**config.mk**
```make
export PLATFORM = sky130hd
export DESIGN_NAME = fastcgi_record_param_parser_unit
export DESIGN_NICKNAME = d
export VERILOG_FILES = /design/src/rtl/fcrpp_pkg.sv /design/src/rtl/fastcgi_record_param_parser_unit.sv
export VERILOG_INCLUDE_DIRS = /design/src /design/src/rtl
export SDC_FILE = /design/constraint.sdc
export NUM_CORES = 1
export LEC_CHECK = 0
export CAP_MARGIN = 25
export CORE_MARGIN = 3
export CORE_UTILIZATION = 54
export CTS_CLUSTER_SIZE = 16
export DETAILED_ROUTE_END_ITERATION = 12
export DONT_BUFFER_PORTS = 1
export PLACE_DENSITY = 0.69
export SLEW_MARGIN = 20
export SYNTH_ARGS = -nofsm -noshare
export SYNTH_HDL_FRONTEND = slang
export SYNTH_SLANG_ARGS = --single-unit
```
**constraint.sdc**
```tcl
create_clock -name clk_i -period 6.99 [get_ports clk_i]
set_input_delay 1.398 -clock clk_i [delete_from_list [all_inputs] [get_ports clk_i]]
set_output_delay 1.398 -clock clk_i [all_outputs]
set_load 0.03 [all_outputs]
```
**src/rtl/assert_macros.svh**
```systemverilog
// assertion macros shared by the rtl of the record parser
`ifndef ASSERT_MACROS_SVH
`define ASSERT_MACROS_SVH

// checked while out of reset
`define FCRPP_ASSERT(lbl, prop, msg) \
  lbl: assert property (@(posedge clk_i) disable iff (!rst_ni) (prop)) else $error(msg);

// checked at every edge, reset included
`define FCRPP_ASSERT_ANY(lbl, prop, msg) \
  lbl: assert property (@(posedge clk_i) (prop)) else $error(msg);

`endif

```
**src/rtl/fcrpp_pkg.sv**
```systemverilog
// types and constants of the fastcgi record parameter parser
`default_nettype none

package fcrpp_pkg;

  typedef enum logic [1:0] {
    PH_HEADER,
    PH_CONTENT,
    PH_PADDING,
    PH_CLOSED
  } stream_phase_e;

  typedef enum logic [2:0] {
    PP_NLEN,
    PP_VLEN,
    PP_NAME,
    PP_VALUE,
    PP_IGNORE,
    PP_BEGIN
  } pair_phase_e;

  localparam logic [7:0] KIND_BEGIN  = 8'd1;
  localparam logic [7:0] KIND_ABORT  = 8'd2;
  localparam logic [7:0] KIND_PARAMS = 8'd4;
  localparam logic [7:0] KIND_STDIN  = 8'd5;

  localparam logic [2:0] CLS_HEADER = 3'd0;
  localparam logic [2:0] CLS_BEGIN  = 3'd1;
  localparam logic [2:0] CLS_LENGTH = 3'd2;
  localparam logic [2:0] CLS_NAME   = 3'd3;
  localparam logic [2:0] CLS_VALUE  = 3'd4;
  localparam logic [2:0] CLS_IGNORE = 3'd5;
  localparam logic [2:0] CLS_PAD    = 3'd6;
  localparam logic [2:0] CLS_CLOSED = 3'd7;

  localparam logic [3:0] EV_NONE       = 4'd0;
  localparam logic [3:0] EV_BEGIN_OK   = 4'd1;
  localparam logic [3:0] EV_BEGIN_IGN  = 4'd2;
  localparam logic [3:0] EV_PARAMS_END = 4'd3;
  localparam logic [3:0] EV_END_REC    = 4'd4;
  localparam logic [3:0] EV_ABORT      = 4'd5;
  localparam logic [3:0] EV_PAIR_START = 4'd6;
  localparam logic [3:0] EV_PAIR_DROP  = 4'd7;
  localparam logic [3:0] EV_PARAMS_IGN = 4'd8;
  localparam logic [3:0] EV_UNKNOWN    = 4'd9;

  localparam logic [2:0] HDR_LAST_IDX = 3'd7;
  localparam logic [15:0] BEGIN_BODY_LEN = 16'd8;
  localparam logic [15:0] LONG_LEN_MIN = 16'd4;

  typedef struct packed {
    logic        bad_version;
    logic        record_last;
    logic [15:0] pair_index;
    logic [30:0] value_length;
    logic [30:0] name_length;
    logic [3:0]  event_code;
    logic [15:0] record_id;
    logic [7:0]  record_kind;
    logic [2:0]  byte_class;
    logic [7:0]  byte_value;
  } result_t;

endpackage

`default_nettype wire

```
**src/rtl/fastcgi_record_param_parser_unit.sv**
```systemverilog
// top level of the fastcgi record parameter parser
`default_nettype none
`include "assert_macros.svh"

// Parses a FastCGI connection stream one byte per request and gives one registered result
// per byte. A byte is taken in every cycle while the skid entry is empty: the per-byte
// update of the header, content and pair-length state is a single registered step, and an
// output register with one skid entry keeps the input side moving while a result waits
// downstream. Once an abort record has ended, every later byte is classed as after close.
module fastcgi_record_param_parser_unit (
  input  wire logic         clk_i,
  input  wire logic         rst_ni,
  input  wire logic         s_axis_tvalid_i,
  output      logic         s_axis_tready_o,
  input  wire logic [7:0]   s_axis_tdata_i,   // stream_byte
  output      logic         m_axis_tvalid_o,
  input  wire logic         m_axis_tready_i,
  // byte_value, record_kind, record_id, event_code, name_length, value_length,
  // pair_index, bad_version, zero fill
  output      logic [119:0] m_axis_tdata_o,
  output      logic [2:0]   m_axis_tuser_o,   // byte_class
  output      logic         m_axis_tlast_o    // record_last
);
  import fcrpp_pkg::*;

  logic [2:0]    header_index_q, header_index_d;
  stream_phase_e stream_phase_q, stream_phase_d;
  logic [7:0]    hdr_version_q, hdr_version_d;
  logic [7:0]    hdr_kind_q, hdr_kind_d;
  logic [15:0]   hdr_id_q, hdr_id_d;
  logic [15:0]   content_q, content_d;
  logic [7:0]    padding_q, padding_d;
  pair_phase_e   pair_phase_q, pair_phase_d;
  logic [30:0]   length_accum_q, length_accum_d;
  logic [1:0]    length_bytes_seen_q, length_bytes_seen_d;
  logic [30:0]   name_len_q, name_len_d;
  logic [30:0]   value_len_q, value_len_d;
  logic          request_begun_q, request_begun_d;
  logic [15:0]   active_id_q, active_id_d;
  logic [15:0]   pair_counter_q, pair_counter_d;

  result_t res;
  result_t out_q, skid_q;
  logic    out_valid_q, skid_valid_q;
  logic    accept, pop;

  logic [7:0]  b;
  logic [2:0]  cls;
  logic [3:0]  ev;
  logic        last;
  logic [15:0] rem;
  logic        done;
  logic [30:0] len_val;
  logic [30:0] shifted;
  logic [30:0] dec;
  logic [31:0] pair_sum;

  assign b       = s_axis_tdata_i;
  assign accept  = s_axis_tvalid_i && s_axis_tready_o;
  assign pop     = out_valid_q && m_axis_tready_i;
  assign rem     = (content_q != 16'd0) ? content_q - 16'd1 : 16'd0;
  assign shifted = {length_accum_q[22:0], b};
  assign dec     = (length_accum_q != 31'd0) ? length_accum_q - 31'd1 : length_accum_q;

  always_comb begin
    header_index_d      = header_index_q;
    stream_phase_d      = stream_phase_q;
    hdr_version_d       = hdr_version_q;
    hdr_kind_d          = hdr_kind_q;
    hdr_id_d            = hdr_id_q;
    content_d           = content_q;
    padding_d           = padding_q;
    pair_phase_d        = pair_phase_q;
    length_accum_d      = length_accum_q;
    length_bytes_seen_d = length_bytes_seen_q;
    name_len_d          = name_len_q;
    value_len_d         = value_len_q;
    request_begun_d     = request_begun_q;
    active_id_d         = active_id_q;
    pair_counter_d      = pair_counter_q;
    cls                 = CLS_HEADER;
    ev                  = EV_NONE;
    last                = 1'b0;
    done                = 1'b0;
    len_val             = 31'd0;
    pair_sum            = 32'd0;

    case (stream_phase_q)
      PH_HEADER: begin
        case (header_index_q)
          3'd0: begin
            hdr_version_d = b;
            hdr_kind_d    = 8'd0;
            hdr_id_d      = 16'd0;
            content_d     = 16'd0;
            padding_d     = 8'd0;
          end
          3'd1: hdr_kind_d = b;
          3'd2: hdr_id_d = {b, 8'd0};
          3'd3: hdr_id_d = {hdr_id_q[15:8], b};
          3'd4: content_d = {b, 8'd0};
          3'd5: content_d = {content_q[15:8], b};
          3'd6: padding_d = b;
          default: ;
        endcase
        if (header_index_q == HDR_LAST_IDX) begin
          header_index_d      = 3'd0;
          pair_phase_d        = PP_IGNORE;
          length_bytes_seen_d = 2'd0;
          if (hdr_kind_q == KIND_BEGIN) begin
            if (!request_begun_q && content_q == BEGIN_BODY_LEN) begin
              request_begun_d = 1'b1;
              active_id_d     = hdr_id_q;
              pair_counter_d  = 16'd0;
              pair_phase_d    = PP_BEGIN;
              ev              = EV_BEGIN_OK;
            end else begin
              ev = EV_BEGIN_IGN;
            end
          end else if (hdr_kind_q == KIND_PARAMS) begin
            if (!request_begun_q || active_id_q != hdr_id_q) begin
              ev = EV_PARAMS_IGN;
            end else if (content_q == 16'd0) begin
              ev = EV_PARAMS_END;
            end else begin
              pair_phase_d = PP_NLEN;
            end
          end else if (hdr_kind_q == KIND_STDIN) begin
            ev = EV_END_REC;
          end else if (hdr_kind_q == KIND_ABORT) begin
            ev = EV_ABORT;
          end else begin
            ev = EV_UNKNOWN;
          end
          if (content_q != 16'd0) begin
            stream_phase_d = PH_CONTENT;
          end else if (padding_q != 8'd0) begin
            stream_phase_d = PH_PADDING;
          end else begin
            last = 1'b1;
          end
        end else begin
          header_index_d = header_index_q + 3'd1;
        end
      end
      PH_CONTENT: begin
        content_d = rem;
        case (pair_phase_q)
          PP_NLEN, PP_VLEN: begin
            cls = CLS_LENGTH;
            if (length_bytes_seen_q == 2'd0) begin
              if (pair_phase_q == PP_NLEN) begin
                name_len_d  = 31'd0;
                value_len_d = 31'd0;
              end
              if (!b[7]) begin
                len_val = {23'd0, b};
                done    = 1'b1;
              end else if (content_q < LONG_LEN_MIN) begin
                cls          = CLS_IGNORE;
                ev           = EV_PAIR_DROP;
                pair_phase_d = PP_IGNORE;
              end else begin
                length_accum_d      = {24'd0, b[6:0]};
                length_bytes_seen_d = 2'd1;
              end
            end else begin
              length_accum_d = shifted;
              if (length_bytes_seen_q == 2'd3) begin
                length_bytes_seen_d = 2'd0;
                len_val             = shifted;
                done                = 1'b1;
              end else begin
                length_bytes_seen_d = length_bytes_seen_q + 2'd1;
              end
            end
            if (done) begin
              if (pair_phase_q == PP_NLEN) begin
                name_len_d = len_val;
                if (rem == 16'd0) begin
                  ev           = EV_PAIR_DROP;
                  pair_phase_d = PP_IGNORE;
                end else begin
                  pair_phase_d = PP_VLEN;
                end
              end else begin
                value_len_d = len_val;
                pair_sum    = {1'b0, name_len_q} + {1'b0, len_val};
                if ({16'd0, rem} < pair_sum) begin
                  ev           = EV_PAIR_DROP;
                  pair_phase_d = PP_IGNORE;
                end else begin
                  ev = EV_PAIR_START;
                  if (pair_counter_q != 16'hffff) begin
                    pair_counter_d = pair_counter_q + 16'd1;
                  end
                  if (name_len_q != 31'd0) begin
                    pair_phase_d   = PP_NAME;
                    length_accum_d = name_len_q;
                  end else if (len_val != 31'd0) begin
                    pair_phase_d   = PP_VALUE;
                    length_accum_d = len_val;
                  end else begin
                    pair_phase_d = PP_NLEN;
                  end
                end
              end
            end
          end
          PP_NAME: begin
            cls            = CLS_NAME;
            length_accum_d = dec;
            if (dec == 31'd0) begin
              if (value_len_q != 31'd0) begin
                pair_phase_d   = PP_VALUE;
                length_accum_d = value_len_q;
              end else begin
                pair_phase_d = PP_NLEN;
              end
            end
          end
          PP_VALUE: begin
            cls            = CLS_VALUE;
            length_accum_d = dec;
            if (dec == 31'd0) begin
              pair_phase_d = PP_NLEN;
            end
          end
          PP_BEGIN: cls = CLS_BEGIN;
          default:  cls = CLS_IGNORE;
        endcase
        if (rem == 16'd0) begin
          if (padding_q != 8'd0) begin
            stream_phase_d = PH_PADDING;
          end else begin
            last = 1'b1;
          end
        end
      end
      PH_PADDING: begin
        cls = CLS_PAD;
        if (padding_q != 8'd0) begin
          padding_d = padding_q - 8'd1;
        end
        if (padding_d == 8'd0) begin
          last = 1'b1;
        end
      end
      default: begin
        cls = CLS_CLOSED;
      end
    endcase

    if (last) begin
      stream_phase_d = PH_HEADER;
      header_index_d = 3'd0;
      if (hdr_kind_d == KIND_ABORT) begin
        stream_phase_d = PH_CLOSED;
      end
    end
  end

  always_comb begin
    res.byte_value = b;
    res.byte_class = cls;
    if (stream_phase_q == PH_CLOSED) begin
      res.record_kind  = 8'd0;
      res.record_id    = 16'd0;
      res.event_code   = EV_NONE;
      res.name_length  = 31'd0;
      res.value_length = 31'd0;
      res.pair_index   = 16'd0;
      res.bad_version  = 1'b0;
      res.record_last  = 1'b0;
    end else begin
      res.record_kind  = hdr_kind_d;
      res.record_id    = hdr_id_d;
      res.event_code   = ev;
      res.name_length  = name_len_d;
      res.value_length = value_len_d;
      res.pair_index   = pair_counter_d;
      res.bad_version  = (hdr_version_d != 8'd1);
      res.record_last  = last;
    end
  end

  always_ff @(posedge clk_i or negedge rst_ni) begin
    if (!rst_ni) begin
      header_index_q      <= 3'd0;
      stream_phase_q      <= PH_HEADER;
      hdr_version_q       <= 8'd0;
      hdr_kind_q          <= 8'd0;
      hdr_id_q            <= 16'd0;
      content_q           <= 16'd0;
      padding_q           <= 8'd0;
      pair_phase_q        <= PP_NLEN;
      length_accum_q      <= 31'd0;
      length_bytes_seen_q <= 2'd0;
      name_len_q          <= 31'd0;
      value_len_q         <= 31'd0;
      request_begun_q     <= 1'b0;
      active_id_q         <= 16'd0;
      pair_counter_q      <= 16'd0;
    end else if (accept) begin
      header_index_q      <= header_index_d;
      stream_phase_q      <= stream_phase_d;
      hdr_version_q       <= hdr_version_d;
      hdr_kind_q          <= hdr_kind_d;
      hdr_id_q            <= hdr_id_d;
      content_q           <= content_d;
      padding_q           <= padding_d;
      pair_phase_q        <= pair_phase_d;
      length_accum_q      <= length_accum_d;
      length_bytes_seen_q <= length_bytes_seen_d;
      name_len_q          <= name_len_d;
      value_len_q         <= value_len_d;
      request_begun_q     <= request_begun_d;
      active_id_q         <= active_id_d;
      pair_counter_q      <= pair_counter_d;
    end
  end

  // output register plus one skid entry
  always_ff @(posedge clk_i or negedge rst_ni) begin
    if (!rst_ni) begin
      out_valid_q  <= 1'b0;
      skid_valid_q <= 1'b0;
    end else if (accept) begin
      if (!out_valid_q || pop) begin
        out_valid_q <= 1'b1;
      end else begin
        skid_valid_q <= 1'b1;
      end
    end else if (pop) begin
      if (skid_valid_q) begin
        skid_valid_q <= 1'b0;
      end else begin
        out_valid_q <= 1'b0;
      end
    end
  end

  always_ff @(posedge clk_i) begin
    if (accept) begin
      if (!out_valid_q || pop) begin
        out_q <= res;
      end else begin
        skid_q <= res;
      end
    end else if (pop && skid_valid_q) begin
      out_q <= skid_q;
    end
  end

  assign s_axis_tready_o = !skid_valid_q;
  assign m_axis_tvalid_o = out_valid_q;
  assign m_axis_tuser_o  = out_q.byte_class;
  assign m_axis_tlast_o  = out_q.record_last;
  assign m_axis_tdata_o  = {5'd0, out_q.bad_version, out_q.pair_index, out_q.value_length,
                            out_q.name_length, out_q.event_code, out_q.record_id,
                            out_q.record_kind, out_q.byte_value};

  `FCRPP_ASSERT_ANY(a_reset_empties, !rst_ni |=> (!out_valid_q && !skid_valid_q),
    "output not empty after reset")
  `FCRPP_ASSERT(a_skid_needs_out, !skid_valid_q || out_valid_q, "skid entry without output")
  `FCRPP_ASSERT(a_closed_stays, stream_phase_q == PH_CLOSED |=> stream_phase_q == PH_CLOSED,
    "closed connection reopened")
  `FCRPP_ASSERT(a_body_count_live,
    (pair_phase_q == PP_NAME || pair_phase_q == PP_VALUE) |-> length_accum_q != 31'd0,
    "name or value phase with nothing left")
  `FCRPP_ASSERT(a_long_len_phase,
    length_bytes_seen_q != 2'd0 |-> (pair_phase_q == PP_NLEN || pair_phase_q == PP_VLEN),
    "long length in progress outside a length phase")

endmodule

`default_nettype wire

```
=== Word level (Yosys, flattened, before mapping) ===
Index checks and enable logic that the tools add are counted.

* Flip-flop bits (word level): 432
* Bits of input ports: 12
* Output and inout port bits: 126
* Word-level logic and storage cells: 267

* Add/subtract/negate cells: 7
* $lt $le $gt $ge: 2
* Equality and inequality tests: 43
* Muxes and demuxes: 132
* Bitwise operators: 1
* Reductions and logical operators: 44

{| class="wikitable"
|+ Operator list
! kind !! count
|-
| $mux W31 || 27
|-
| $mux W119 || 3
|-
| $mux W16 || 10
|-
| $reduce_bool A31 Y1 || 4
|-
| $mux W108 || 1
|-
| $pmux W16 S3 || 2
|-
| $pmux W31 S3 || 1
|-
| $mux W3 || 23
|-
| $pmux W16 S2 || 2
|-
| $pmux W8 S2 || 3
|-
| $mux W4 || 10
|-
| $mux W8 || 5
|-
| $mux W2 || 17
|-
| $add A31 B31 Y32 || 1
|-
| $logic_not A16 Y1 || 2
|-
| $lt A16 B32 Y1 || 1
|-
| $logic_not A31 Y1 || 1
|-
| $sub A31 B1 Y31 const B || 1
|-
| $mux W1 || 19
|-
| $ne A3 B3 Y1 const B || 6
|-
| $pmux W3 S3 || 2
|-
| $add A16 B1 Y16 const B || 1
|-
| $eq A16 B4 Y1 const B || 1
|-
| $eq A8 B2 Y1 const B || 2
|-
| 44 further kinds || 84
|}

=== Logic depth before layout (Yosys ltp) ===
Gate-level depths: netlist of run 1.

* Depth in word-level cells: 15
* Depth in mapped cells: 31
* Gate-level depth less buffers: 28

=== Least setup slack after synthesis of run 1 ===
No wires, ideal clock.

* Path type: input to register
* From: input s_axis_tvalid_i
* To: register out_q, in the netlist m_axis_tdata_o[0] (enable)
* Library setup time: 0.601 ns
* Arrival time: 6.548 ns
* Setup slack: -0.159 ns
* Stages: 3
* Buffers on the path: 0
* Cell sequence: a21oi_1 a21oi_1 nor2_1

* Word-level cells in the longest chain between the ends: 3

{| class="wikitable"
|+ Ends and longest elaborated chain
! item !! line !! source
|-
| start: declaration || fastcgi_record_param_parser_unit.sv:13 || <nowiki>input wire logic s_axis_tvalid_i,</nowiki>
|-
| $logic_and A1 B1 Y1 (*) || fastcgi_record_param_parser_unit.sv:59 || <nowiki>assign accept = s_axis_tvalid_i && s_axis_tready_o;</nowiki>
|-
| $ne A2 B1 Y1 (no line) / $reduce_bool A2 Y1 (equally long branches) || - ||
|-
| $reduce_and A2 Y1 (no line) (*) || - ||
|-
| end signal: assignment || fastcgi_record_param_parser_unit.sv:346 || <nowiki>out_q <= res;</nowiki>
|-
| end signal: assignment || fastcgi_record_param_parser_unit.sv:351 || <nowiki>out_q <= skid_q;</nowiki>
|-
| end: declaration || fastcgi_record_param_parser_unit.sv:43 || <nowiki>result_t out_q, skid_q;</nowiki>
|}

Mark *: on every way between the ends. The rest lies on a longest branch, timed or not.
A chain may end at the register's enable or synchronous reset.

=== Worst setup path in the final report of run 1 ===
* From: register length_bytes_seen_q[0]
* To: register length_accum_q[4]

* Word-level cells in the longest chain between the ends: 12

{| class="wikitable"
|+ Ends and longest elaborated chain
! item !! line !! source
|-
| start: declaration || fastcgi_record_param_parser_unit.sv:35 || <nowiki>logic [1:0] length_bytes_seen_q, length_bytes_seen_d;</nowiki>
|-
| start signal: assignment || fastcgi_record_param_parser_unit.sv:314 || <nowiki>length_bytes_seen_q <= length_bytes_seen_d;</nowiki>
|-
| branches (longest 10 deep; another with $add A31 B31 Y32) || - ||
|-
| $mux W31 (*) || fastcgi_record_param_parser_unit.sv:177 || <nowiki>if (done) begin</nowiki>
|-
| $pmux W31 S3 (*) || fastcgi_record_param_parser_unit.sv:148 || <nowiki>case (pair_phase_q)</nowiki>
|-
| end signal: assignment || fastcgi_record_param_parser_unit.sv:313 || <nowiki>length_accum_q <= length_accum_d;</nowiki>
|-
| end: declaration || fastcgi_record_param_parser_unit.sv:34 || <nowiki>logic [30:0] length_accum_q, length_accum_d;</nowiki>
|}

Every way passes the cells marked *. The select of a mux whose other input is x is not followed.

==> results of run 1 <==
-- logic make-up (layout without fill, tap and decap cells) --
kind of cell | count (synthesis) | count (layout) | share of synthesized area
XOR/XNOR | 58 | 58 | 0.0203
buffers and inverters | 275 | 215 | 0.0433
multiplexers | 46 | 46 | 0.0202
AND/OR/NAND/NOR | 1072 | 1072 | 0.197
AO/OA/AOI/OAI | 786 | 786 | 0.208
adder cells (fa/ha/maj) | 61 | 61 | 0.0308
other | 1 | 5 | 0.000150
flip-flops | 432 | 432 | 0.480
-- power by group --
group	internal [mW]	switching [mW]	leakage [nW]
clock	1.43	1.05	0.747
sequential	3.52	1.28	4.84
combinational	1.32	2.79	5.37
-- cell usage after synthesis, drive strengths merged, types with 7 or more instances --
cell / n / area, µm²
edfxtp: 238 / 7150
o21bai: 9 / 67.6
dfrtp: 194 / 4850
a21oi: 148 / 741
nor2b: 12 / 75.1
a21o: 36 / 270
nand2: 475 / 1780
and2: 17 / 106
or2: 14 / 87.6
o221a: 7 / 78.8
mux2: 36 / 405
nand3: 56 / 285
o211ai: 20 / 150
o21a: 10 / 75.1
or4: 18 / 143
xor2: 17 / 149
or3: 30 / 188
nor3: 59 / 305
a41oi: 8 / 70.1
inv: 67 / 251
nand4: 35 / 219
xnor2: 41 / 359
nand2b: 16 / 100
clkbuf: 184 / 691
a22o: 51 / 447
a31oi: 42 / 263
o22ai: 8 / 50.1
a311oi: 7 / 61.3
buf: 24 / 141
mux2i: 10 / 100
o21ai: 197 / 986
nor2: 240 / 901
a211oi: 9 / 72.6
o31ai: 46 / 345
a2111oi: 10 / 88.8
ha: 60 / 751
and3: 23 / 144
nor4: 45 / 322
a22oi: 113 / 848
and4: 7 / 61.3
-- final cells by class --
type	instances	share of cell area
Tap cell	600	0.0278
Sequential cell	432	0.444
Timing Repair Buffer	63	0.0183
Clock buffer	64	0.0469
Inverter	67	0.00930
Multi-Input combinational cell	2028	0.444
Clock inverter	21	0.00962
-- worst min-delay path, stage by stage, from the launching register on --
cell     delay (ns)
dfrtp_1        0.34
nand2_1        0.04
o21ai_0        0.06
-- per-layer routing --
metal | global-route usage | vias to the layer above | part of all wire
li1 | - | 9865 | -
met1 | 0.511 | 10898 | 0.43
met2 | 0.494 | 1319 | 0.42
met3 | 0.0860 | 218 | 0.11
met4 | 0.104 | 0 | 0.033
met5 | 0 | - | 0
-- metrics by stage --
step / utilization / instances / power, mW
finish: 0.593 / 3275 / 11.4
global route: 0.593 / 3275 / 11.9
CTS: 0.593 / 3274 / 11.3
detailed placement: 0.559 / 3189 / 8.79
global placement: 0.559 / 3189 / 8.70
floorplan: - / 2735 / 7.22
-- registers in the layout (all words and copies together) (netlist names), 16 cells and up --
signal / flops
content_q: 16
active_id_q: 16
skid_q: 119
pair_counter_q: 16
length_accum_q: 31
value_len_q: 31
hdr_id_q: 16
m_axis_tdata_o: 115
name_len_q: 31
-- timing repair --
action                                  in CTS  in global routing
gates resized for setup                      0                  1
hold buffers                                 0                  0
endpoints found under the setup margin       0                  9
-- worst paths after layout --
kind / to / startpoint / slack (ns) / depth (start not counted)
setup / recovery: length_accum_q[4]$_DFFE_PN0P_ / length_bytes_seen_q[0]$_DFFE_PN0P_ / 0.46 / 27
hold / removal: hdr_version_q[0]$_DFFE_PN0P_ / hdr_version_q[0]$_DFFE_PN0P_ / 0.47 / 2
setup reg to reg: length_accum_q[4]$_DFFE_PN0P_ / length_bytes_seen_q[0]$_DFFE_PN0P_ / 0.46 / 27
hold reg to reg: hdr_version_q[0]$_DFFE_PN0P_ / hdr_version_q[0]$_DFFE_PN0P_ / 0.47 / 2
max in group asynchronous: length_bytes_seen_q[0]$_DFFE_PN0P_ / rst_ni / 6.10 / 0
min in group asynchronous: value_len_q[18]$_DFFE_PN0P_ / rst_ni / 0.51 / 0
==> qor.csv, run 1 <==
stage,metric,value,unit
worst_setup_path,critical_path_class,register to register,
logic_synthesis,yosysSeqAreaShare,0.480,
cells_and_area,syn_to_final_growth,8.11,%
logic_synthesis,syn_inst,2731,
floorplanning,initial_utilization,0.549,
timing,fmax,153,MHz
worst_setup_path,critPathTopFamily,compound AO/OA/AOI/OAI gates,
worst_setup_path,crit_arrival,7.02,ns
placement,placed_cell_area,25500,µm²
hold_path,min_path_type,register to register,
detailed_routing,first_pass_iters,6,
global_routing,grt_pass1_wl,131000,µm
detailed_routing,wl_per_cell,26.3,µm
placement,post-place-ws,0.0899,ns
worst_setup_path,slowest_delay,0.45,ns
floorplanning,dieArea,48900,µm²
logic_synthesis,yosys_register_bits,432,
run_status,outcome,"finished, final reports clean",
cells_and_area,antenna_cells,0,
worst_setup_path,cp.buffers_inverters,2,
cells_and_area,fin_area,27000,µm²
global_routing,track_usage,0.343,
detailed_routing,drt_wl_total,86100,µm
worst_setup_path,crit_required,7.48,ns
logic_synthesis,synth_ff_type,edfxtp_1,
cells_and_area,final_cell_mix,"nand2_1, edfxtp_1, nor2_1",
clocking,cts_buffers,46,
timing,maxSlewViolCount,0,
placement,gp_congestion,1.00,
global_routing,grt-ovfl-total,0,
floorplanning,row_count,78,
timing,setup_violations,0,
worst_setup_path,cp-end-kind,register,
clocking,cts-root-buf,clkbuf_16,
floorplanning,die_h,221,µm
timing,fin_crit,6.53,ns
clocking,path_clk_slew,0.07,ns
logic_synthesis,avgSynthCellArea,9.16,µm²
detailed_routing,drt_iter0_markers,2732,
placement,numPortBuffers,0,
timing,worst_clock_skew,0.0410,ns
timing,whs,0.473,ns
worst_setup_path,crit_top_cell,a21oi_1,
clocking,cts.sinks,432,
worst_setup_path,path_max_fanout,25,
cells_and_area,seqCellArea,12000,µm²
timing,rsz0062_at_grt,false,
detailed_routing,drc,0,
global_routing,grt_pass1_vias,20893,
clocking,h-tree-depth,2,
timing,hold_violations,0,
clocking,cts_tree,built,
timing,tightest_slew,1.03,ns
cells_and_area,num-fill-cells,3901,
global_routing,grt_antenna_before_repair,0,
floorplanning,dieWidth,221,µm
detailed_routing,post_drt_via_cell_ratio,6.81,
clocking,post_cts_buffers,0,
detailed_routing,final_antenna_net_count,0,
worst_setup_path,worstSetupStartpointType,register,
floorplanning,core_area,45600,µm²
timing,finalSetupTns,0,ns
clocking,worstSkewPairLatency,0.61,ns
placement,dpl.hpwl,60100,µm
timing,slew-limit-headroom,0.310,
worst_setup_path,crit_slowest_cell,or3_1,
logic_synthesis,synth_area,25000,µm²
cells_and_area,drive_gt1_frac,0.0807,
logic_synthesis,synth-edff-count,238,
logic_synthesis,ys_warn_count,0,
timing,final.setup.worst_slack,0.458,ns
cells_and_area,multi_input_area,12000,µm²
timing,timing.final.crit_share,0.935,
cells_and_area,final_common_cell,nand2_1,
detailed_routing,vias,22300,
cells_and_area,final_nets,2711,
run,cap_violations,0,
logic_synthesis,yosysUniqueCellTypes,82,
clocking,cts_buffer_depth,3,
logic_synthesis,synthArstFlopShare,0.449,
global_routing,grt_max_degree,195,
floorplanning,ios,138,
pwr,leakagePower,11.0,nW
pwr,power_density,421,nW/µm²
pwr,vdd_drop_max,0.352,mV
(Power assumes the default switching activity.)
==> run 2: changes to the inputs <==
--- a/config.mk
+++ b/config.mk
@@ -12,7 +12,8 @@
 export CTS_CLUSTER_SIZE = 16
 export DETAILED_ROUTE_END_ITERATION = 12
 export DONT_BUFFER_PORTS = 1
-export PLACE_DENSITY = 0.69
+export PLACE_DENSITY_LB_ADDON = 0.2
+export SETUP_SLACK_MARGIN = 0.5
 export SLEW_MARGIN = 20
 export SYNTH_ARGS = -nofsm -noshare
 export SYNTH_HDL_FRONTEND = slang
==> run 2 against run 1 <==
  * Worst hold slack gained 0.016 ns
  * Design area grew 0.24%
  * Critical path depth down 1
  * Final cell count barely moved
  * Combinational power grew 3%
  * Via count up 0.86%
  * Largest cell class unchanged
==> qor.csv, run 2 (same netlist as run 1, synthesis figures left out) <==
stage,metric,value,unit,change
worst_setup_path,critical_path_class,register to register,,
pwr,vdd_drop_max,0.355,mV,+0.71%
timing,hold_violations,0,,unchanged
global_routing,grt_busiest_layer,met1,,
timing,finalSetupTns,0,ns,unchanged
floorplanning,dieArea,48900,µm²,unchanged
cells_and_area,regMostFlops,skid_q,,
detailed_routing,post_drt_via_cell_ratio,6.87,,+0.83%
global_routing,grt_max_degree,195,,unchanged
worst_setup_path,crit_required,7.33,ns,-0.15 ns
worst_setup_path,r2r_start,length_bytes_seen_q[0]$_DFFE_PN0P_,,
placement,dpl.hpwl,59300,µm,-1.3%
cells_and_area,num-fill-cells,3914,,+0.33%
worst_setup_path,worstSetupStartpointType,register,,
worst_setup_path,worst-path-stages,26,,-3.7%
cells_and_area,final_cell_mix,"nand2_1, edfxtp_1, nor2_1",,
worst_setup_path,crit_path_start,length_bytes_seen_q[0]$_DFFE_PN0P_,,
detailed_routing,final_antenna_net_count,0,,unchanged
timing,tightest_slew,1.07,ns,+0.0306 ns
floorplanning,initial_utilization,0.549,,unchanged
timing,slew-limit-headroom,0.287,,-0.0230
pwr,power_density,424,nW/µm²,+0.61%
cells_and_area,drive_gt1_frac,0.0846,,+0.00386
worst_setup_path,cp-endpoint,m_axis_tdata_o[99]$_DFFE_PP_,,
detailed_routing,wl_per_cell,26.6,µm,+1.1%
detailed_routing,drt_wl_total,87100,µm,+1.1%
timing,worst_clock_skew,0.0380,ns,-0.00305 ns
worst_setup_path,cp-end-kind,register,,
worst_setup_path,path_max_fanout,17,,-32%
timing,fin_crit,6.18,ns,-0.355 ns
global_routing,grt-ovfl-total,0,,unchanged
timing,maxSlewViolCount,0,,unchanged
cells_and_area,seqCellArea,12000,µm²,unchanged
clocking,h-tree-depth,2,,unchanged
hold_path,min_path_type,input port to async pin,,
placement,gp_congestion,1.04,,+3.4%
worst_setup_path,crit_arrival,6.52,ns,-0.50 ns
clocking,cts-root-buf,clkbuf_16,,
global_routing,grt_antenna_before_repair,4,,+4
global_routing,track_usage,0.345,,+0.00269
detailed_routing,vias,22492,,+0.86%
floorplanning,ios,138,,unchanged
worst_setup_path,crit_top_cell,ha_1,,
timing,fmax,162,MHz,+5.8%
timing,rsz0062_at_grt,true,,
timing,setup_violations,0,,unchanged
floorplanning,dieWidth,221,µm,unchanged
clocking,postCtsHoldBufs,0,,unchanged
global_routing,grtUsageMet3,0.0868,,+0.000796
global_routing,grt_pass1_vias,21060,,+0.80%
pwr,power,11.5,mW,+0.85%
clocking,cts.sinks,432,,unchanged
cells_and_area,syn_to_final_growth,8.37,%,
floorplanning,core_area,45600,µm²,unchanged
cells_and_area,final_common_cell,nand2_1,,
worst_setup_path,cp.buffers_inverters,1,,-1
run_status,outcome,"finished, final reports clean",,
floorplanning,row_count,78,,unchanged
detailed_routing,drc,0,,unchanged
placement,placed_cell_area,25500,µm²,about the same
clocking,cts_buffers,46,,unchanged
clocking,cts_tree,built,,
global_routing,grt_pass1_wl,132000,µm,+0.62%
pwr,leakagePower,10.9,nW,-0.45%
detailed_routing,drt_iter0_markers,3020,,+11%
detailed_routing,first_pass_iters,6,,unchanged
floorplanning,die_h,221,µm,unchanged
cells_and_area,final_nets,2706,,-0.18%
cells_and_area,fin_area,27100,µm²,+0.24%
placement,numPortBuffers,0,,unchanged
run,cap_violations,0,,unchanged
worst_setup_path,critPathTopFamily,compound AO/OA/AOI/OAI gates,,
worst_setup_path,crit_slowest_cell,dfrtp_1,,
worst_setup_path,reg2regPathDepth,26,,-3.7%
worst_setup_path,r2r-end,m_axis_tdata_o[99]$_DFFE_PP_,,
worst_setup_path,reg2reg_slack,0.81,ns,+0.36 ns
clocking,path_clk_slew,0.07,ns,about the same
timing,timing.final.crit_share,0.884,,-0.0508
cells_and_area,multi_input_area,12100,µm²,+0.69%
global_routing,grt_util_met2,0.490,,-0.00421
global_routing,grt_use_met1,0.521,,+0.00927
clocking,worstSkewPairLatency,0.61,ns,about the same
clocking,cts_buffer_depth,3,,unchanged
cells_and_area,largest_reg_flops,119,,unchanged
worst_setup_path,slowest_delay,0.41,ns,-0.04 ns
-- run 2: cell types whose count changed in the layout (fill, tap and decap cells not counted), sizes merged --
cell,delta
buf,-6
clkbuf,+5
diode,+5
bufinv,-2
inv,-2
clkinv,+1
-- run 2: per-layer routing --
layer / vias up / routed length, µm
li1: 9883 / -
met1: 10986 / 37200
met2: 1434 / 36600
met3: 187 / 10600
met4: 2 / 2690
met5: - / 13
-- run 2: power by group --
part	switching (mW)	total [mW]	internal, mW	leakage (nW)
registers	1.32	4.84	3.52	4.84
clock network	1.05	2.42	1.37	0.717
logic	2.84	4.23	1.39	5.35
total	5.21	11.5	6.28	10.9
-- run 2: layout make-up --
cell class,instances,area share
Multi-Input combinational cell,2028,0.446
Sequential cell,432,0.443
Clock buffer,68,0.0477
Tap cell,600,0.0277
Timing Repair Buffer,58,0.0188
Inverter,67,0.00928
Clock inverter,18,0.00702
Antenna cell,5,0.000462
-- run 2: what timing repair did --
action                                  4_1_cts  5_1_grt
resized for setup                             2       21
pin swaps                                     1        5
buffers inserted                              2        0
endpoints found under the setup margin        4       72
-- run 2: per-stage QoR --
step / instances / hold slack [ns] / utilization / setup slack (ns)
after floorplan: 2735 / 0.442 / - / 0.513
after global placement: 3181 / 0.468 / 0.559 / 0.266
after detailed placement: 3181 / 0.478 / 0.559 / 0.0271
after CTS: 3269 / 0.489 / 0.592 / 0.513
after global routing: 3271 / 0.472 / 0.594 / 0.466
final: 3276 / 0.489 / 0.595 / 0.813
-- run 2: how the worst min path moves through the flow --
stage,startpoint,endpoint,cells after the start
2_1_floorplan,hdr_version_q[0]$_DFFE_PN0P_,hdr_version_q[0]$_DFFE_PN0P_,2
3_3_place_gp,hdr_version_q[0]$_DFFE_PN0P_,hdr_version_q[0]$_DFFE_PN0P_,2
3_5_place_dp,hdr_version_q[0]$_DFFE_PN0P_,hdr_version_q[0]$_DFFE_PN0P_,2
4_1_cts,rst_ni,name_len_q[30]$_DFFE_PN0P_,0
5_1_grt,rst_ni,name_len_q[24]$_DFFE_PN0P_,0
6_report,rst_ni,length_accum_q[18]$_DFFE_PN0P_,0
